File: src/rtl/imu_calibrate_and_smooth_assert.svh
// Assertion macros shared by the IMU conditioning modules
`ifndef IMU_CALIBRATE_AND_SMOOTH_ASSERT_SVH
`define IMU_CALIBRATE_AND_SMOOTH_ASSERT_SVH

// same-cycle implication, clocked on clk, off while rst_n is low
`define IMUCAS_ASSERT_NOW(name, cond, prop) \
    name: assert property (@(posedge clk) disable iff (!rst_n) (cond) |-> (prop)) \
        else $error("imucas assertion failed");

// next-cycle implication, clocked on clk, off while rst_n is low
`define IMUCAS_ASSERT_NEXT(name, cond, prop) \
    name: assert property (@(posedge clk) disable iff (!rst_n) (cond) |=> (prop)) \
        else $error("imucas assertion failed");

`endif

File: src/rtl/imucas_pkg.sv
// Shared types, codes and constants of the IMU conditioning block
`default_nettype none
package imucas_pkg;

    localparam int AXES             = 6;
    localparam int AXIS_AZ          = 2;
    localparam int CALIB_SAMPLES_DEF = 100;
    localparam int SAMPLE_BITS_DEF  = 16;
    localparam int CFG_DATA_W       = 16;
    localparam int INTERVAL_W       = 10;
    localparam int GRAVITY_W        = 15;
    localparam int ALPHA_W          = 16;

    localparam logic [INTERVAL_W-1:0] INTERVAL_RESET = 10'd10;
    localparam logic [GRAVITY_W-1:0]  GRAVITY_RESET  = 15'd16384;
    localparam logic [ALPHA_W-1:0]    ALPHA_RESET    = 16'd9830;
    localparam logic [ALPHA_W:0]      ALPHA_ONE      = 17'd32768;

    typedef logic signed [15:0] axis_t;
    typedef axis_t [AXES-1:0] axes_t;

    typedef enum logic [1:0] {
        KIND_START = 2'd0,
        KIND_TICK  = 2'd1,
        KIND_READ  = 2'd2
    } kind_t;

    typedef enum logic [1:0] {
        CFG_INTERVAL = 2'd0,
        CFG_GRAVITY  = 2'd1,
        CFG_ALPHA    = 2'd2
    } cfg_index_t;

    typedef struct packed {
        logic [1:0]         kind;
        logic signed [15:0] accel_x;
        logic signed [15:0] accel_y;
        logic signed [15:0] accel_z;
        logic signed [15:0] gyro_x;
        logic signed [15:0] gyro_y;
        logic signed [15:0] gyro_z;
        logic signed [15:0] temperature;
        logic               want_calibrated;
        logic               want_filtered;
    } in_item_t;

    typedef struct packed {
        logic signed [15:0] out_accel_x;
        logic signed [15:0] out_accel_y;
        logic signed [15:0] out_accel_z;
        logic signed [15:0] out_gyro_x;
        logic signed [15:0] out_gyro_y;
        logic signed [15:0] out_gyro_z;
        logic signed [15:0] out_temperature;
        logic               is_calibrating;
        logic               is_calibrated;
    } out_item_t;

    typedef struct packed {
        logic calibrating;
        logic offsets_valid;
        logic finishing;
    } calib_status_t;

endpackage
`default_nettype wire

File: src/rtl/imucas_calib.sv
// Calibration sequencer: interval timing, per-axis sums and offset division
`default_nettype none
`include "imu_calibrate_and_smooth_assert.svh"
module imucas_calib import imucas_pkg::*; #(
    parameter int CALIB_SAMPLES = CALIB_SAMPLES_DEF,
    parameter int SAMPLE_BITS   = SAMPLE_BITS_DEF
) (
    input  wire logic                  clk,
    input  wire logic                  rst_n,
    input  wire logic                  accept,
    input  wire logic [1:0]            kind,
    input  wire axes_t                 samples,
    input  wire logic [INTERVAL_W-1:0] interval,
    input  wire logic [GRAVITY_W-1:0]  gravity,
    output calib_status_t              status,
    output axes_t                      offsets
);

    localparam int CW     = $clog2(CALIB_SAMPLES + 1);
    localparam int SUM_W  = SAMPLE_BITS + CW;
    localparam int K      = SUM_W + CW;
    localparam int PROD_W = SUM_W + K + 1;
    localparam int AVG_W  = 18;
    localparam longint unsigned RECIP_L =
        ((64'd1 << K) + 64'(CALIB_SAMPLES) - 64'd1) / 64'(CALIB_SAMPLES);
    localparam logic [K:0] RECIP = RECIP_L[K:0];

    typedef enum logic [1:0] {
        PH_IDLE,
        PH_RUN,
        PH_DONE
    } phase_t;

    phase_t                  phase_reg;
    logic [INTERVAL_W-1:0]   ms_reg;
    logic [CW-1:0]           count_reg;
    logic signed [SUM_W-1:0] sums_reg [AXES];
    axes_t                   offsets_reg;
    logic                    valid_reg;
    logic                    finish_reg;

    logic [INTERVAL_W-1:0]   ms_inc;
    logic [CW-1:0]           count_inc;
    logic                    take;
    logic                    last;
    logic signed [SUM_W-1:0] smp_ext [AXES];
    axes_t                   offsets_calc;

    assign ms_inc    = (ms_reg != {INTERVAL_W{1'b1}}) ? ms_reg + 1'b1 : ms_reg;
    assign take      = (ms_inc >= interval);
    assign count_inc = count_reg + 1'b1;
    assign last      = (count_inc >= CW'(CALIB_SAMPLES));

    for (genvar g = 0; g < AXES; g++) begin : g_axis
        logic                    neg;
        logic [SUM_W-1:0]        mag;
        logic [PROD_W-1:0]       prod;
        logic [SAMPLE_BITS-1:0]  quot;
        logic signed [AVG_W-1:0] avg;
        logic signed [AVG_W-1:0] adj;

        assign smp_ext[g] = SUM_W'(signed'(samples[g][SAMPLE_BITS-1:0]));

        assign neg  = sums_reg[g][SUM_W-1];
        assign mag  = neg ? SUM_W'(-sums_reg[g]) : SUM_W'(sums_reg[g]);
        assign prod = PROD_W'(mag) * PROD_W'(RECIP);
        assign quot = prod[K +: SAMPLE_BITS];
        assign avg  = neg ? -AVG_W'(quot) : AVG_W'(quot);
        assign adj  = (g == AXIS_AZ) ? avg - AVG_W'(gravity) : avg;
        assign offsets_calc[g] = adj[15:0];
    end

    always_ff @(posedge clk or negedge rst_n)
    begin
        if (!rst_n)
        begin
            phase_reg   <= PH_IDLE;
            ms_reg      <= '0;
            count_reg   <= '0;
            offsets_reg <= '0;
            valid_reg   <= 1'b0;
            finish_reg  <= 1'b0;
            for (int i = 0; i < AXES; i++)
            begin
                sums_reg[i] <= '0;
            end
        end
        else
        begin
            finish_reg <= 1'b0;
            if (finish_reg)
            begin
                offsets_reg <= offsets_calc;
            end
            if (accept)
            begin
                case (kind)
                    KIND_START:
                    begin
                        if (phase_reg == PH_IDLE)
                        begin
                            phase_reg <= PH_RUN;
                            ms_reg    <= '0;
                            count_reg <= '0;
                            valid_reg <= 1'b0;
                            for (int i = 0; i < AXES; i++)
                            begin
                                sums_reg[i] <= '0;
                            end
                        end
                    end
                    KIND_TICK:
                    begin
                        case (phase_reg)
                            PH_RUN:
                            begin
                                ms_reg <= take ? '0 : ms_inc;
                                if (take)
                                begin
                                    count_reg <= count_inc;
                                    for (int i = 0; i < AXES; i++)
                                    begin
                                        sums_reg[i] <= sums_reg[i] + smp_ext[i];
                                    end
                                    if (last)
                                    begin
                                        phase_reg  <= PH_DONE;
                                        valid_reg  <= 1'b1;
                                        finish_reg <= 1'b1;
                                    end
                                end
                            end
                            PH_DONE:
                            begin
                                phase_reg <= PH_IDLE;
                            end
                            default:
                            begin
                            end
                        endcase
                    end
                    default:
                    begin
                    end
                endcase
            end
        end
    end

    assign status = '{
        calibrating:   (phase_reg == PH_RUN),
        offsets_valid: valid_reg,
        finishing:     finish_reg
    };
    assign offsets = offsets_reg;

    `IMUCAS_ASSERT_NEXT(a_last_sample_finishes,
        accept && kind == KIND_TICK && phase_reg == PH_RUN && take && last, finish_reg)
    `IMUCAS_ASSERT_NEXT(a_finish_is_pulse, finish_reg, !finish_reg)
    `IMUCAS_ASSERT_NOW(a_finish_in_done, finish_reg, valid_reg && phase_reg == PH_DONE)

endmodule
`default_nettype wire

File: config.mk
export PLATFORM = sky130hd
export DESIGN_NAME = imucas_calib
export DESIGN_NICKNAME = d
export VERILOG_FILES = /design/src/rtl/imucas_pkg.sv /design/src/rtl/imucas_calib.sv
export VERILOG_INCLUDE_DIRS = /design/src /design/src/rtl
export SDC_FILE = /design/constraint.sdc
export NUM_CORES = 2
export LEC_CHECK = 0
export BUFFER_PORTS_ARGS = -buffer_cell sky130_fd_sc_hd__buf_2
export CAP_MARGIN = 20
export CORE_ASPECT_RATIO = 1.1
export CORE_MARGIN = 2
export CORE_UTILIZATION = 45
export DETAILED_ROUTE_END_ITERATION = 10
export PLACE_DENSITY = 0.68
export SYNTH_ARGS = -nofsm -noshare
export SYNTH_HDL_FRONTEND = slang
export SYNTH_SLANG_ARGS = --single-unit
File: constraint.sdc
create_clock -name clk -period 18.3 [get_ports clk]
set_input_delay 3.66 -clock clk [delete_from_list [all_inputs] [get_ports clk]]
set_output_delay 3.66 -clock clk [all_outputs]
set_load 0.01 [all_outputs]
; ---- Word-level counts from Yosys, hierarchy flattened
; Index checks and enable logic that the tools add are counted.
[word_totals]
ff_bits = 255
inputBits = 126
output_inout_bits = 99
[op_classes]
n_addsub = 21
mul = 6
magnitude_cmp = 2
n_eq_ne = 11
mux = 40
reduce_logical = 7
[ops]
columns = operator, count
row1 = $mux 138, 3
row2 = $mul 23x24->46 const B, 6
row3 = $pmux 138 s2, 1
row4 = $add 23x16->23, 6
row5 = $mux 23, 6
row6 = $neg 23->23, 6
row7 = $mux 16, 6
row8 = $neg 16->16, 6
row9 = $mux 10, 4
row10 = $mux 7, 3
row11 = $pmux 10 s2, 1
row12 = $sub 16x15->16, 1
row13 = $pmux 7 s2, 1
row14 = $reduce_and 6->1, 2
row15 = $add 10x1->10 const B, 1
row16 = $ge 10x10->1, 1
row17 = $ne 10x10->1 const B, 1
row18 = $mux 1, 9
row19 = $ne 2x2->1 const B, 4
row20 = $pmux 2 s2, 2
row21 = $add 7x1->7 const B, 1
row22 = $ge 7x7->1 const B, 1
row23 = $mux 2, 3
row24 = $ne 3x3->1 const B, 2
row25 = other kinds (8), 10

; ---- Depth between registers and ports, before layout
[logic_depth]
ltp_word = 7
mapped_depth = 49
ltp_nobuf = 48

; ---- Worst setup path before layout
; OpenSTA, ideal clock, no wires.
[synth_timing]
path_type = flip-flop to flip-flop
start = register sums_reg[69] (netlist name)
end = register offsets_reg, in the netlist offsets[47]
setup_time_ps = 125
t_arrival_ps = 10673
t_required_ps = 18175
setup_slack_ps = 7502
stages_incl_launch_ff = 48
cell_sequence = dfrtp_1 -> inv_1 -> ha_1 -> nand2_1 -> or3_1 -> or2_2 -> nand2b_1 -> or3_1 -> or4_1 -> clkbuf_1 -> inv_1 -> ha_1 -> xor2_1 -> ha_1 -> o21bai_1 -> fa_1 -> fa_1 -> fa_1 -> [... 12 more ...] -> ha_1 -> o21a_1 -> nand4_1 -> nor3_1 -> nor4_1 -> a2111o_1 -> xor2_1 -> ha_1 -> a21oi_1 -> a31oi_1 -> a21o_1 -> a21oi_1 -> nor2b_1 -> o21ai_0 -> a21oi_1 -> a31oi_1 -> xnor3_1 -> mux2_2
[synth_between]
elab_chain_len = 6
[synth_rtl]
columns = element, line
row1 = "start, declared", imucas_calib.sv:37  ; logic signed [SUM_W-1:0] sums_reg [AXES];
row2 = "start signal, assigned by index", imucas_calib.sv:123  ; sums_reg[i] <= sums_reg[i] + smp_ext[i];
row3 = $neg 23->23, imucas_calib.sv:65  ; assign mag = neg ? SUM_W'(-sums_reg[g]) : SUM_W'(sums_reg[g]);
row4 = $mux 23 *, imucas_calib.sv:65
row5 = $mul 23x24->46 *, imucas_calib.sv:66  ; assign prod = PROD_W'(mag) * PROD_W'(RECIP);
row6 = $neg 16->16, imucas_calib.sv:68  ; assign avg = neg ? -AVG_W'(quot) : AVG_W'(quot);
row7 = $mux 16 *, imucas_calib.sv:68
row8 = $sub 16x15->16 *, imucas_calib.sv:69  ; assign adj = (g == AXIS_AZ) ? avg - AVG_W'(gravity) : avg;
row9 = "end signal, assigned", imucas_calib.sv:93  ; offsets_reg <= offsets_calc;
row10 = "end, declared", imucas_calib.sv:38  ; axes_t offsets_reg;
; Mark *: on every way between the ends. The rest lies on a longest branch, timed or not.
; A chain may end at the register's enable or synchronous reset.

; ---- Worst setup path after layout
; Ends and elaborated chain as after synthesis.

==> out/summary.json <==
{
  "effective_utilization_at_floorplan_pct": 45.3,
  "synth_largest_area_cell": "fa_1",
  "final_core_utilization_pct": 48.5,
  "synth_top_family_by_area": "adder cells",
  "complex_gate_fraction_of_the_synthesized_area_pct": 9.24,
  "clock-sinks": 255,
  "critical_path.max_fanout": 17,
  "post_synth_mux_area_share_pct": 0.930,
  "largest_register_ff_count": 132,
  "grt-ovfl-total": 0,
  "worst_setup_hold_path_clk_slew_ps": 60,
  "synthXorXnorAreaFrac_pct": 5.22,
  "die_area_um2": 171000,
  "synth.most_common_cell": "inv_1",
  "critical_path_arrival_ps": 12610,
  "cts_inserted_buffers": 38,
  "ys.flop_type": "dfrtp_1",
  "cts_resized": 0,
  "syn_avg_cell_area_um2": 9.56,
  "timing.critical_path.to_type": "flip-flop",
  "dr.pass1.iters": 6,
  "timing.max_slew.rel_slack_pct": 22.8,
  "synth_nets": 10800,
  "path_buf_inv": 4,
  "synth_top_cell_area_share_pct": 31.6,
  "average_wire_per_cell_in_the_routed_design_um": 19.2,
  "grt.total_usage_pct": 24.0,
  "globalplace.congestion": 0.961,
  "max_stage_delay_ps": 750,
  "setup_repair_after_global_routing_missed_its_margin": "false",
  "fin_setup_tns_ps": 0,
  "yosysUniqueCellTypes": 92,
  "grt_antenna_before_repair": 28,
  "setup_viol_count_final": 0,
  "fillCellCount": 15600,
  "number_of_global_route_vias_before_repair": 58700,
  "filler_free_cell_count_of_the_finished_design": 10400,
  "timing.critical_path.max_delay_family": "adder cells",
  "path_common_cell": "ha_1",
  "crit_type": "flip-flop to flip-flop",
  "die_y_um": 433,
  "timing.hold.worst.class": "flip-flop to flip-flop",
  "synth_adder_area_share_pct": 58.0,
  "outcome": "finished, final reports clean",
  "postSynthRegisterBits": 255,
  "numPortBuffers": 224,
  "fin_crit_sh_pct": 66.3,
  "detail_route.drc_violations": 0,
  "maxCapViolations": 0,
  "finalHoldViolations": 0,
  "ctsHoldBuffers": 0,
  "routed_wl_um": 199000,
  "post_synth_most_frequent_cells": "inv_1, ha_1, fa_1, nand2_1, xnor2_1",
  "critical_path.slowest_cell": "dfrtp_1",
  "finalWorstPathRequiredPeriod_ps": 12130,
  "design.final.nets": 11000,
  "clockBufferDepth": 3,
  "synthCells": 7879,
  "critPathRequiredTime_ps": 18780,
  "asyncSetResetFlopFracSynth_pct": 100,
  "cts_tree": "yes",
  "area_delta_synth_final_pct": 7.06,
  "synth_enable_flop_cells": 0,
  "worstMarginPinSlew_ps": 1150,
  "drv_slew": 0,
  "die_width_um": 394,
  "synth_warnings": 0,
  "postRouteAntennaNets": 0,
  "place.detailed.hpwl_um": 176000,
  "netlist_area_um2": 75300,
  "number_of_rows_created_at_floorplan": 157,
  "largest_net_degree_at_the_start_of_global_routing": 132,
  "yosys-top-cells-area": "fa_1, ha_1, inv_1, dfrtp_1, xnor2_1",
  "buffer_type_at_the_clock_tree_root": "clkbuf_16",
  "clk_latency_ps": 630,
  "dpl.cell_count": 10300,
  "cts_htree_levels": 2,
  "post_cts_buffers": 0,
  "finalInstanceArea_um2": 80700,
  "finalClockSkew_ps": 51.0,
  "fraction_of_layout_cells_with_a_size_suffix_above_1_pct": 5.50,
  "grt_first_pass_wirelength_um": 322000,
  "drt-initial-drc-count": 2391,
  "synth-seq-area-share_pct": 8.47,
  "cp-start-kind": "flip-flop",
  "yosys.area_share.simple_pct": 7.58,
  "detail_route.vias_per_cell": 5.25,
  "placed_area_um2": 79300,
  "num_io_pins": 225,
  "via_count": 54400,
  "achievable-frequency_ghz": 0.0825,
  "design.core.area_um2": 166000
}
-- kinds of logic (layout without fill, tap and decap cells) --
group | count (synthesis) | in the layout
AOI/OAI and AO/OA | 1059 | 1059
other | 0 | 12
muxes | 65 | 65
adders and majority gates | 2781 | 2781
xor gates and xnor gates | 446 | 446
buffers and inverters | 2105 | 2341
DFF | 255 | 255
and+or+nand+nor | 1168 | 1168
-- worst register-to-register path, delay by kind of cell (launching register included) --
family                     cells  cell delay (ps)
AOI/OAI and AO/OA             16             3000
adders and majority gates     11             4000
DFF                            1              750
muxes                          1              260
and+or+nand+nor               10             2450
buffers and inverters          4              470
xor gates and xnor gates       4             1100
-- layer usage --
layer	GRT usage, %	vias up	routed length [um]
li1	-	25900	-
met1	31.0	27200	84600
met2	42.3	939	98400
met3	2.88	285	9900
met4	6.50	24	5900
met5	0	-	148
-- path summary, 6_finish.rpt --
| check | start | to | slack [ps] | cells past startpoint |
|---|---|---|---|---|
| max reg2reg | sums_reg[69] | offsets[47] | 6170 | 46 |
| min in group asynchronous | rst_n | offsets[33] | 2980 | 1 |
| min reg2reg | g_axis[0].neg | g_axis[0].neg | 490 | 1 |
| min | g_axis[0].neg | g_axis[0].neg | 490 | 1 |
| max in group asynchronous | rst_n | offsets[64] | 13890 | 2 |
| max | sums_reg[69] | offsets[47] | 6170 | 46 |
-- per-stage QoR --
| stage | hold slack [ps] | setup WS, ps |
|---|---|---|
| finish | 493 | 6170 |
| global route | 505 | 5280 |
| CTS | 492 | 6110 |
| detailed placement | 485 | 6150 |
| global placement | 474 | 6220 |
| floorplan | 465 | 7500 |
-- area by class of cell --
| type | instances | area (um^2) | share of cell area (%) |
|---|---|---|---|
| Antenna cell | 12 | 30.0 | 0.0372 |
| Clock buffer | 48 | 1080 | 1.34 |
| Clock inverter | 18 | 210 | 0.261 |
| Inverter | 1989 | 7470 | 9.26 |
| Multi-Input combinational cell | 5519 | 61100 | 75.7 |
| Sequential cell | 255 | 6380 | 7.92 |
| Tap cell | 2226 | 2790 | 3.45 |
| Timing Repair Buffer | 286 | 1620 | 2.01 |
-- placed cells by master (no fill, tap or decap), types with 60 or more instances in the layout --
cell     count
nand3_1    139
o31ai_1    133
o21ai_0    199
xnor2_1    294
buf_4       60
fa_1      1190
nor2_1     252
a21oi_1    272
xor2_1     150
nor3_1      98
inv_1     1988
ha_1      1591
nand2_1    332
a21o_1     103
dfrtp_1    254
buf_2      223
Power is left out: the tool's default activity adds up to more than one toggle a clock period on the data nets, which glitch-free logic cannot reach.
